### config.mk
export PLATFORM = sky130hd
export DESIGN_NAME = json_string_escape_encoder_core_flat
export DESIGN_NICKNAME = d
export VERILOG_FILES = /design/src/jse_pkg.sv /design/src/jse_if.sv /design/src/jse_front.sv /design/src/jse_queue.sv /design/src/jse_back.sv /design/src/json_string_escape_encoder_core.sv /design/src/flat_wrapper.sv
export SDC_FILE = /design/constraint.sdc
export NUM_CORES = 1
export LEC_CHECK = 0
export BUFFER_PORTS_ARGS = -buffer_cell sky130_fd_sc_hd__buf_4
export CAP_MARGIN = 30
export CORE_ASPECT_RATIO = 0.6
export CORE_MARGIN = 3
export CORE_UTILIZATION = 43
export DETAILED_ROUTE_END_ITERATION = 6
export GPL_ROUTABILITY_DRIVEN = 0
export PLACE_DENSITY_LB_ADDON = 0.12
export SYNTH_ARGS = -nofsm -noshare
export SYNTH_HDL_FRONTEND = slang
export SYNTH_HIERARCHICAL = 1
export SYNTH_SLANG_ARGS = --single-unit
export TNS_END_PERCENT = 20
### constraint.sdc
create_clock -name clk -period 2.8 [get_ports clk]
set_input_delay 0.56 -clock clk [delete_from_list [all_inputs] [get_ports clk]]
set_output_delay 0.56 -clock clk [all_outputs]
set_load 0.01 [all_outputs]
### src/jse_pkg.sv
// Shared types, character constants and helpers for the JSON string escape encoder.
package jse_pkg;

  localparam int unsigned QueueDepth = 4;
  localparam int unsigned UnitW      = 16;
  localparam int unsigned CmdW       = 2;
  localparam int unsigned StepW      = 3;

  typedef enum logic [CmdW-1:0] {
    CMD_OPEN  = 2'd0,
    CMD_CHAR  = 2'd1,
    CMD_CLOSE = 2'd2
  } cmd_t;

  localparam logic [UnitW-1:0] CH_QUOTE = 16'h0022;
  localparam logic [UnitW-1:0] CH_BSL   = 16'h005C;
  localparam logic [UnitW-1:0] CH_BS    = 16'h0008;
  localparam logic [UnitW-1:0] CH_FF    = 16'h000C;
  localparam logic [UnitW-1:0] CH_LF    = 16'h000A;
  localparam logic [UnitW-1:0] CH_CR    = 16'h000D;
  localparam logic [UnitW-1:0] CH_TAB   = 16'h0009;
  localparam logic [UnitW-1:0] CH_B     = 16'h0062;
  localparam logic [UnitW-1:0] CH_F     = 16'h0066;
  localparam logic [UnitW-1:0] CH_N     = 16'h006E;
  localparam logic [UnitW-1:0] CH_R     = 16'h0072;
  localparam logic [UnitW-1:0] CH_T     = 16'h0074;
  localparam logic [UnitW-1:0] CH_U     = 16'h0075;
  localparam logic [UnitW-1:0] CH_ZERO  = 16'h0030;
  localparam logic [UnitW-1:0] CH_A     = 16'h0061;
  localparam logic [UnitW-1:0] CTRL_MAX = 16'd31;

  // What the back end has to emit for one transaction.
  typedef enum logic [1:0] {
    K_QUOTE = 2'd0,
    K_PLAIN = 2'd1,
    K_ESC2  = 2'd2,
    K_UHEX  = 2'd3
  } kind_t;

  typedef struct packed {
    kind_t            kind;
    logic [UnitW-1:0] arg;
  } desc_t;

  typedef struct packed {
    logic full;
    logic empty;
  } q_stat_t;

  typedef struct packed {
    logic mid_item;
  } bk_stat_t;

  function automatic logic [UnitW-1:0] hex_digit(input logic [3:0] v);
    logic [UnitW-1:0] r;
    if (v < 4'd10) begin
      r = CH_ZERO + {12'd0, v};
    end else begin
      r = CH_A + {12'd0, v} - 16'd10;
    end
    return r;
  endfunction

  function automatic logic [StepW-1:0] kind_len(input kind_t k);
    logic [StepW-1:0] n;
    case (k)
      K_QUOTE: n = 3'd1;
      K_PLAIN: n = 3'd1;
      K_ESC2:  n = 3'd2;
      K_UHEX:  n = 3'd6;
      default: n = 3'd1;
    endcase
    return n;
  endfunction

endpackage

### src/jse_if.sv
// Valid/ready channel interfaces for the encoder input and output streams.
interface jse_in_if;
  logic                        valid;
  logic                        ready;
  logic [jse_pkg::CmdW-1:0]    cmd;
  logic [jse_pkg::UnitW-1:0]   code_unit;

  modport source (output valid, cmd, code_unit, input ready);
  modport sink   (input valid, cmd, code_unit, output ready);
endinterface

interface jse_out_if;
  logic                        valid;
  logic                        ready;
  logic [jse_pkg::UnitW-1:0]   out_char;
  logic                        last;

  modport source (output valid, out_char, last, input ready);
  modport sink   (input valid, out_char, last, output ready);
endinterface

### src/jse_front.sv
// Front end: accepts input transactions and classifies them into escape descriptors.
module jse_front (
  jse_in_if.sink                in_ch,
  input  jse_pkg::q_stat_t      q_stat,
  output logic                  push,
  output jse_pkg::desc_t        push_desc
);

  logic cmd_ok;

  assign in_ch.ready = !q_stat.full;

  always_comb begin
    cmd_ok         = 1'b1;
    push_desc.kind = jse_pkg::K_QUOTE;
    push_desc.arg  = jse_pkg::CH_QUOTE;
    case (in_ch.cmd)
      jse_pkg::CMD_OPEN, jse_pkg::CMD_CLOSE: begin
        push_desc.kind = jse_pkg::K_QUOTE;
        push_desc.arg  = jse_pkg::CH_QUOTE;
      end
      jse_pkg::CMD_CHAR: begin
        push_desc.kind = jse_pkg::K_ESC2;
        push_desc.arg  = in_ch.code_unit;
        case (in_ch.code_unit)
          jse_pkg::CH_QUOTE, jse_pkg::CH_BSL: push_desc.arg = in_ch.code_unit;
          jse_pkg::CH_BS:  push_desc.arg = jse_pkg::CH_B;
          jse_pkg::CH_FF:  push_desc.arg = jse_pkg::CH_F;
          jse_pkg::CH_LF:  push_desc.arg = jse_pkg::CH_N;
          jse_pkg::CH_CR:  push_desc.arg = jse_pkg::CH_R;
          jse_pkg::CH_TAB: push_desc.arg = jse_pkg::CH_T;
          default: begin
            if (in_ch.code_unit <= jse_pkg::CTRL_MAX) begin
              push_desc.kind = jse_pkg::K_UHEX;
            end else begin
              push_desc.kind = jse_pkg::K_PLAIN;
            end
          end
        endcase
      end
      default: cmd_ok = 1'b0;  // unused command: accepted and dropped
    endcase
  end

  assign push = in_ch.valid && in_ch.ready && cmd_ok;

endmodule

### src/jse_queue.sv
// Short descriptor queue between the front and back ends.
module jse_queue #(
  parameter int unsigned DEPTH = jse_pkg::QueueDepth
) (
  input  logic                  clk,
  input  logic                  rst_n,
  input  logic                  push,
  input  jse_pkg::desc_t        push_desc,
  input  logic                  pop,
  output jse_pkg::desc_t        head,
  output jse_pkg::q_stat_t      q_stat
);

  localparam int unsigned PtrW = (DEPTH > 1) ? $clog2(DEPTH) : 1;
  localparam int unsigned CntW = $clog2(DEPTH + 1);
  localparam logic [PtrW-1:0] LastPtr = PtrW'(DEPTH - 1);
  localparam logic [CntW-1:0] FullCnt = CntW'(DEPTH);

  jse_pkg::desc_t  mem_r [DEPTH];
  logic [PtrW-1:0] wr_ptr_r, wr_ptr_nxt;
  logic [PtrW-1:0] rd_ptr_r, rd_ptr_nxt;
  logic [CntW-1:0] cnt_r, cnt_nxt;

  always_comb begin
    wr_ptr_nxt = wr_ptr_r;
    rd_ptr_nxt = rd_ptr_r;
    cnt_nxt    = cnt_r;
    if (push) begin
      wr_ptr_nxt = (wr_ptr_r == LastPtr) ? '0 : wr_ptr_r + 1'b1;
    end
    if (pop) begin
      rd_ptr_nxt = (rd_ptr_r == LastPtr) ? '0 : rd_ptr_r + 1'b1;
    end
    if (push && !pop) begin
      cnt_nxt = cnt_r + 1'b1;
    end else if (pop && !push) begin
      cnt_nxt = cnt_r - 1'b1;
    end
  end

  always_ff @(posedge clk) begin
    if (!rst_n) begin
      wr_ptr_r <= '0;
      rd_ptr_r <= '0;
      cnt_r    <= '0;
    end else begin
      wr_ptr_r <= wr_ptr_nxt;
      rd_ptr_r <= rd_ptr_nxt;
      cnt_r    <= cnt_nxt;
    end
  end

  always_ff @(posedge clk) begin
    if (push) begin
      mem_r[wr_ptr_r] <= push_desc;
    end
  end

  assign head         = mem_r[rd_ptr_r];
  assign q_stat.full  = (cnt_r == FullCnt);
  assign q_stat.empty = (cnt_r == '0);

endmodule

### src/jse_back.sv
// Back end: expands each descriptor into output code units through an output register.
module jse_back (
  input  logic                  clk,
  input  logic                  rst_n,
  input  jse_pkg::desc_t        head,
  input  jse_pkg::q_stat_t      q_stat,
  output logic                  pop,
  output jse_pkg::bk_stat_t     bk_stat,
  jse_out_if.source             out_ch
);

  logic [jse_pkg::StepW-1:0] step_r, step_nxt;
  logic                      vld_r, vld_nxt;
  logic [jse_pkg::UnitW-1:0] char_r;
  logic                      last_r;
  logic [jse_pkg::UnitW-1:0] emit_char;
  logic                      emit_last;
  logic                      load;

  always_comb begin
    emit_char = jse_pkg::CH_BSL;
    case (head.kind)
      jse_pkg::K_QUOTE: emit_char = jse_pkg::CH_QUOTE;
      jse_pkg::K_PLAIN: emit_char = head.arg;
      jse_pkg::K_ESC2:  emit_char = (step_r == 3'd0) ? jse_pkg::CH_BSL : head.arg;
      jse_pkg::K_UHEX: begin
        case (step_r)
          3'd0:    emit_char = jse_pkg::CH_BSL;
          3'd1:    emit_char = jse_pkg::CH_U;
          3'd2:    emit_char = jse_pkg::hex_digit(head.arg[15:12]);
          3'd3:    emit_char = jse_pkg::hex_digit(head.arg[11:8]);
          3'd4:    emit_char = jse_pkg::hex_digit(head.arg[7:4]);
          default: emit_char = jse_pkg::hex_digit(head.arg[3:0]);
        endcase
      end
      default: emit_char = jse_pkg::CH_BSL;
    endcase
  end

  assign emit_last = (step_r == jse_pkg::kind_len(head.kind) - 3'd1);
  // output slot frees up when empty or being taken this cycle
  assign load      = !q_stat.empty && (!vld_r || out_ch.ready);
  assign pop       = load && emit_last;

  always_comb begin
    step_nxt = step_r;
    vld_nxt  = vld_r;
    if (out_ch.ready) begin
      vld_nxt = 1'b0;
    end
    if (load) begin
      vld_nxt  = 1'b1;
      step_nxt = emit_last ? '0 : step_r + 1'b1;
    end
  end

  always_ff @(posedge clk) begin
    if (!rst_n) begin
      step_r <= '0;
      vld_r  <= 1'b0;
    end else begin
      step_r <= step_nxt;
      vld_r  <= vld_nxt;
    end
  end

  always_ff @(posedge clk) begin
    if (load) begin
      char_r <= emit_char;
      last_r <= emit_last;
    end
  end

  assign out_ch.valid     = vld_r;
  assign out_ch.out_char  = char_r;
  assign out_ch.last      = last_r;
  assign bk_stat.mid_item = (step_r != '0);

endmodule

### src/json_string_escape_encoder_core.sv
// Top level of the JSON string escape encoder: front end, descriptor queue, back end.
//
//  channel | dir | handshake     | payload
//  in_ch   | in  | valid/ready   | cmd[1:0], code_unit[15:0]
//  out_ch  | out | valid/ready   | out_char[15:0], last
//
// Plain characters, open and close each give one output unit in the back end; the
// two-character escapes give two and the \u form gives six, one output unit per
// cycle through the back end's output register while out_ch is not stalled. The
// front end accepts a transaction every cycle while the DEPTH-entry queue has room.
// Reset (rst_n low, synchronous) empties the queue and the output register.
// Output stalls back up into the queue; input stalls only when it is full.
module json_string_escape_encoder_core #(
  parameter int unsigned DEPTH = jse_pkg::QueueDepth
) (
  input  logic      clk,
  input  logic      rst_n,
  jse_in_if.sink    in_ch,
  jse_out_if.source out_ch
);

  logic               push;
  logic               pop;
  jse_pkg::desc_t     push_desc;
  jse_pkg::desc_t     head;
  jse_pkg::q_stat_t   q_stat;
  jse_pkg::bk_stat_t  bk_stat;

  jse_front u_front (
    .in_ch     (in_ch),
    .q_stat    (q_stat),
    .push      (push),
    .push_desc (push_desc)
  );

  jse_queue #(.DEPTH(DEPTH)) u_queue (
    .clk       (clk),
    .rst_n     (rst_n),
    .push      (push),
    .push_desc (push_desc),
    .pop       (pop),
    .head      (head),
    .q_stat    (q_stat)
  );

  jse_back u_back (
    .clk     (clk),
    .rst_n   (rst_n),
    .head    (head),
    .q_stat  (q_stat),
    .pop     (pop),
    .bk_stat (bk_stat),
    .out_ch  (out_ch)
  );

  a_full_blocks_input: assert property (@(posedge clk) disable iff (!rst_n)
    q_stat.full |-> !in_ch.ready)
    else $error("input ready while queue full");

  a_escape_continues: assert property (@(posedge clk) disable iff (!rst_n)
    out_ch.valid && out_ch.ready && !out_ch.last |=> out_ch.valid)
    else $error("escape sequence broken off");

  a_idle_step_clear: assert property (@(posedge clk) disable iff (!rst_n)
    q_stat.empty |-> !bk_stat.mid_item)
    else $error("back end mid item with empty queue");

  a_no_pop_empty: assert property (@(posedge clk) disable iff (!rst_n)
    q_stat.empty |-> !pop)
    else $error("pop from empty queue");

endmodule
### src/flat_wrapper.sv
// flat-port wrapper written by rule: the top's interface ports become plain ports
module json_string_escape_encoder_core_flat 
#(
  parameter int unsigned DEPTH = jse_pkg::QueueDepth
)
  (clk, rst_n, in_ch_valid, in_ch_cmd, in_ch_code_unit, in_ch_ready, out_ch_valid, out_ch_out_char, out_ch_last, out_ch_ready);
  jse_in_if in_ch_i ();
  jse_out_if out_ch_i ();
  input  logic clk;
  input  logic rst_n;
  input wire logic [$bits(in_ch_i.valid)-1:0] in_ch_valid;
  input wire logic [$bits(in_ch_i.cmd)-1:0] in_ch_cmd;
  input wire logic [$bits(in_ch_i.code_unit)-1:0] in_ch_code_unit;
  output wire logic [$bits(in_ch_i.ready)-1:0] in_ch_ready;
  output wire logic [$bits(out_ch_i.valid)-1:0] out_ch_valid;
  output wire logic [$bits(out_ch_i.out_char)-1:0] out_ch_out_char;
  output wire logic [$bits(out_ch_i.last)-1:0] out_ch_last;
  input wire logic [$bits(out_ch_i.ready)-1:0] out_ch_ready;
  assign in_ch_i.valid = in_ch_valid;
  assign in_ch_i.cmd = in_ch_cmd;
  assign in_ch_i.code_unit = in_ch_code_unit;
  assign in_ch_ready = in_ch_i.ready;
  assign out_ch_valid = out_ch_i.valid;
  assign out_ch_out_char = out_ch_i.out_char;
  assign out_ch_last = out_ch_i.last;
  assign out_ch_i.ready = out_ch_ready;
  json_string_escape_encoder_core #(.DEPTH(DEPTH)) u_core (.clk(clk), .rst_n(rst_n), .in_ch(in_ch_i), .out_ch(out_ch_i));
endmodule
* Word-level counts from Yosys, hierarchy flattened
Memories as Yosys holds them, arrays and structs flattened. A register that Yosys moved wholly into a read port is not among the register bits.
Index checks and enable logic that the tools add are counted.
** Word-level totals
- Memory bits (writable) :: 72
- Memories :: 1
- Word-level logic and storage cells :: 96
- Bits of input ports :: 22
- Bits in registers :: 28
** Memory list
- u_core.u_queue.mem_r :: depth 4, width 18, rd ports 1, clocked after Yosys merged registers in 1, wr ports 1, RTL line jse_queue.sv:19 : jse_pkg::desc_t mem_r [DEPTH];
** Operators by class
- $lt $le $gt $ge :: 5
- Add/sub/neg operators :: 18
- Equal/unequal tests :: 20
- Multiplexer cells :: 24
- Reduce and logical (&&, ||, !) cells :: 21
** Operator list (number)
- 16-bit case mux with 5 select lines :: 2
- 16-bit by 4-bit == test with 1-bit output, second input constant :: 5
- 16-bit two-way mux :: 5
- 16-bit case mux with 4 select lines :: 1
- 8-bit by 4-bit subtractor with 9-bit output, second input constant :: 4
- 7-bit by 4-bit adder with 8-bit output, first input constant :: 4
- 6-bit by 4-bit adder with 7-bit output, first input constant :: 4
- 18-bit two-way mux :: 1
- 16-bit by 6-bit == test with 1-bit output, second input constant :: 1
- 16-bit by 7-bit == test with 1-bit output, second input constant :: 1
- 16-bit by 5-bit less-or-equal comparator with 1-bit output, second input constant :: 1
- 4-bit less-than comparator, second input constant :: 4
- 2-bit two-way mux :: 6
- 2-bit == test, second input constant :: 5
- 3-bit two-way mux :: 3
- 3-bit case mux with 3 select lines :: 1
- 7-bit OR reduction :: 1
- 3-bit by 1-bit adder with 3-bit output, second input constant :: 2
- 3-bit by 2-bit == test with 1-bit output, second input constant :: 2
- 3-bit == test, second input constant :: 2
- 1-bit logical AND :: 6
- 3-bit zero test :: 2
- 3-bit by 1-bit subtractor with 3-bit output, second input constant :: 2
- 1-bit zero test :: 5
- other kinds (10) :: 18

* Logic depth before layout (Yosys ltp)
- Depth after elaboration :: 9
- Gate-level depth with buffers :: 13
- Mapped depth without buffers :: 12

* By module
Netlist, hierarchy kept.
** By module, submodules not included
- jse_queue :: area an instance 3096.7 um2, times used 1, cells each 138
- jse_back :: area an instance 1502.7 um2, times used 1, cells each 167
- jse_front :: area an instance 316.6 um2, times used 1, cells each 50

* Least setup slack after synthesis
OpenSTA, ideal clock, no wires.
- Path type :: reg2reg
- Start :: register (tool-made name)
- End :: register u_core.u_queue.cnt_r[2]
- Required time :: 2.724 ns
- Data arrival time :: 2.874 ns
- Cell stages (with the launch flop) :: 14
- Path slack :: -0.149 ns
- Clock period less this slack :: 2.949 ns
- Cell sequence :: dfxtp_1 buf_6 mux4_1 nand2_1 nor3_1 o21ai_0 nor2_1 inv_1 ha_1 inv_1 fa_1 xor2_1 or3_1 a21boi_0
** RTL lines
- to (signal assigned) :: RTL line jse_queue.sv:49 : cnt_r <= cnt_nxt;
- to (decl) :: RTL line jse_queue.sv:22 : logic [CntW-1:0] cnt_r, cnt_nxt;

==> flow_summary.toml <==
[clock_tree]
cts_sinks = 102
clock-root-buffer = "clkbuf_16"
cts_tree = "built"
cts_max_path_buffers = 2
cts.hold.buffers_added = 0
cts_buffers = 9
clk_pin_slew_ns = 0.07
cts.htree.levels = 3
clkLatencyLatePin_ns = 0.34

[flow_run]
cap_violations = 0

[logic_synthesis]
synthCells = 354
synth_area_per_cell_sq_um = 13.9
synth_area_sq_um = 4910
synth_warnings = 6
syn_nets = 392

[routing]
ant_nets = 0
drt_iter0_markers = 297
routedWlPerCell_um = 17.6
drc = 0
viasPerCell = 5.44
finalWirelength_um = 10000
drtPass1Iterations = 4
vias = 3102

[critical_path]
cp-end-kind = "flop"
critPathLaunchType = "flop"
r2r-end = "u_core/u_queue/cnt_r[2]"
cp.arrival_ns = 2.94
reg2regPathDepth = 12
path_max_fanout = 4
cp.required_ns = 3.07
cp-endpoint = "u_core/u_queue/cnt_r[2]"
reg2reg_setup_slack_ns = 0.13
crit_type = "reg2reg"

[sta]
worst_pin_slew_ns = 0.470
slew_headroom_pct = 68.4
finalClockSkew_ns = 0.00904
period_minus_slack_ns = 2.67
final_max_slew_viol_count = 0
finalHoldViolCount = 0
final.period_utilization_pct = 95.4
setup_violations = 0
hold_ws_ns = 0.495
fmaxAchievable_ghz = 0.374

[power_and_ir_drop]
power_frac_comb_pct = 41.7
p_sw_mw = 1.91
power_density_nw_per_um2 = 966
power_leakage_nw = 2.14
seq_power_share_pct = 38.0
power.internal_mw = 3.74
pwr-share-clk_pct = 20.3
power_mw = 5.65
swShare_pct = 33.9
vdd_drop_max_mv = 0.377

[die]
num_rows = 29
die_area_sq_um = 12800
core_sq_um = 10800
die_y_um = 88.8
start_util_pct = 45.3
num_io_pins = 41
die_w_um = 144

[global_routing]
antenna_found_initial = 0
track_usage_pct = 16.8
grt_max_degree = 19
first_global_vias = 2917
grt_remaining_overflow = 0
grt_pass1_wl_um = 15900

[final_layout]
syn_to_final_growth_pct = 19.1
nNetsFinal = 464
diodes = 0
drive_gt1_share_pct = 26.2

[outcome]
status = "complete, no violations"

[place]
io_buffers = 40
hpwl_um = 7110

[min_path]
worstHoldPathType = "reg2reg"
cells in the final DEF, fill, tap and decap left out, types with 3 or more instances in the layout:
master / n
edfxtp_1: 89
buf_4: 69
nor2_1: 23
inv_1: 18
nor2b_1: 16
nand2_1: 15
o21ai_0: 14
ha_1: 14
and2_1: 14
dfxtp_1: 12
mux4_2: 12
clkbuf_16: 9
a21oi_1: 9
nor3_1: 8
mux2i_1: 6
mux4_1: 6
nand2b_1: 5
o22ai_1: 5
xnor2_1: 5
o21a_1: 5
and2b_1: 4
a211oi_1: 4
inv_6: 3
and4b_1: 3
a31oi_1: 3
nor4_1: 3
and3_1: 3
what timing repair did:
item | in CTS | in global routing
setup buffers | 0 | 2
resized for setup | 3 | 10
endpoints found under the setup margin | 1 | 4
pin swaps | 1 | 2
through the flow:
stage                     std cells  util, %  cell area (sq um)   TNS (ns)  setup WS [ns]
after global placement          552     50.9               5520          0         0.0942
after detailed placement        552     50.9               5520    -0.0770        -0.0770
after floorplan                 354        -               4900          0         0.0175
final                           570     53.9               5850          0          0.128
after global routing            570     53.9               5850  -0.000896      -0.000896
after CTS                       568     53.5               5800          0         0.0317
registers in the layout (all words and copies together) (netlist names), named ones only:
signal / count
u_core/u_queue/wr_ptr_r: 2
u_core/u_back/out_ch.out_char: 16
u_core/u_back/out_ch.valid: 1
u_core/u_queue/cnt_r: 3
u_core/u_queue/rd_ptr_r: 2
u_core/u_back/step_r: 3
u_core/u_queue/mem_r: 72
u_core/u_back/out_ch.last: 1
layout make-up:
class                      instances  area, sq um
fill                             922         5000
timing repair buffer              70          533
tap                              139          174
multi-input combinational        224         1860
clock buffer                      11          233
inverter                          19         71.3
sequential                       102         2940
clock inverter                     5         41.3
per-layer routing:
metal  wire length (um)  global-route usage, %
met1               5250                   25.8
met2               4130                   23.4
met3                574                   4.54
met4                 91                   4.62
met5                  0                      0
power groups by stage:
stage               Combinational (mW)  Clock [mW]  Sequential, mW
floorplan                         1.42           0            2.20
global placement                  2.23           0            2.17
detailed placement                2.27           0            2.17
CTS                               2.28        1.19            2.14
global route                      2.62        1.24            2.18
finish                            2.36        1.15            2.15
how the worst min path moves through the flow:
stage,start,end,slack (ns),depth (start not counted)
6_report,u_core/u_queue/cnt_r[2],u_core/u_queue/cnt_r[2],0.50,2
4_1_cts,rst_n,u_core/u_queue/wr_ptr_r[0],0.50,2
3_3_place_gp,u_core/u_queue/cnt_r[2],u_core/u_queue/cnt_r[2],0.49,2
2_1_floorplan,u_core/u_queue/cnt_r[2],u_core/u_queue/cnt_r[2],0.47,2
3_5_place_dp,u_core/u_queue/cnt_r[2],u_core/u_queue/cnt_r[2],0.51,2
5_1_grt,rst_n,u_core/u_queue/cnt_r[0],0.51,2
worst max-delay path, cell delays in order, from the launching register on:
cell and delay [ns]:
dfxtp_4 0.38, mux4_2 0.55, or2_4 0.26, a21oi_2 0.16
o21ai_2 0.10, nor2_2 0.17, inv_2 0.08, ha_4 0.16
inv_1 0.06, fa_2 0.19, xor2_1 0.07, or3_1 0.30
a21boi_1 0.14
(Power assumes the default switching activity.)
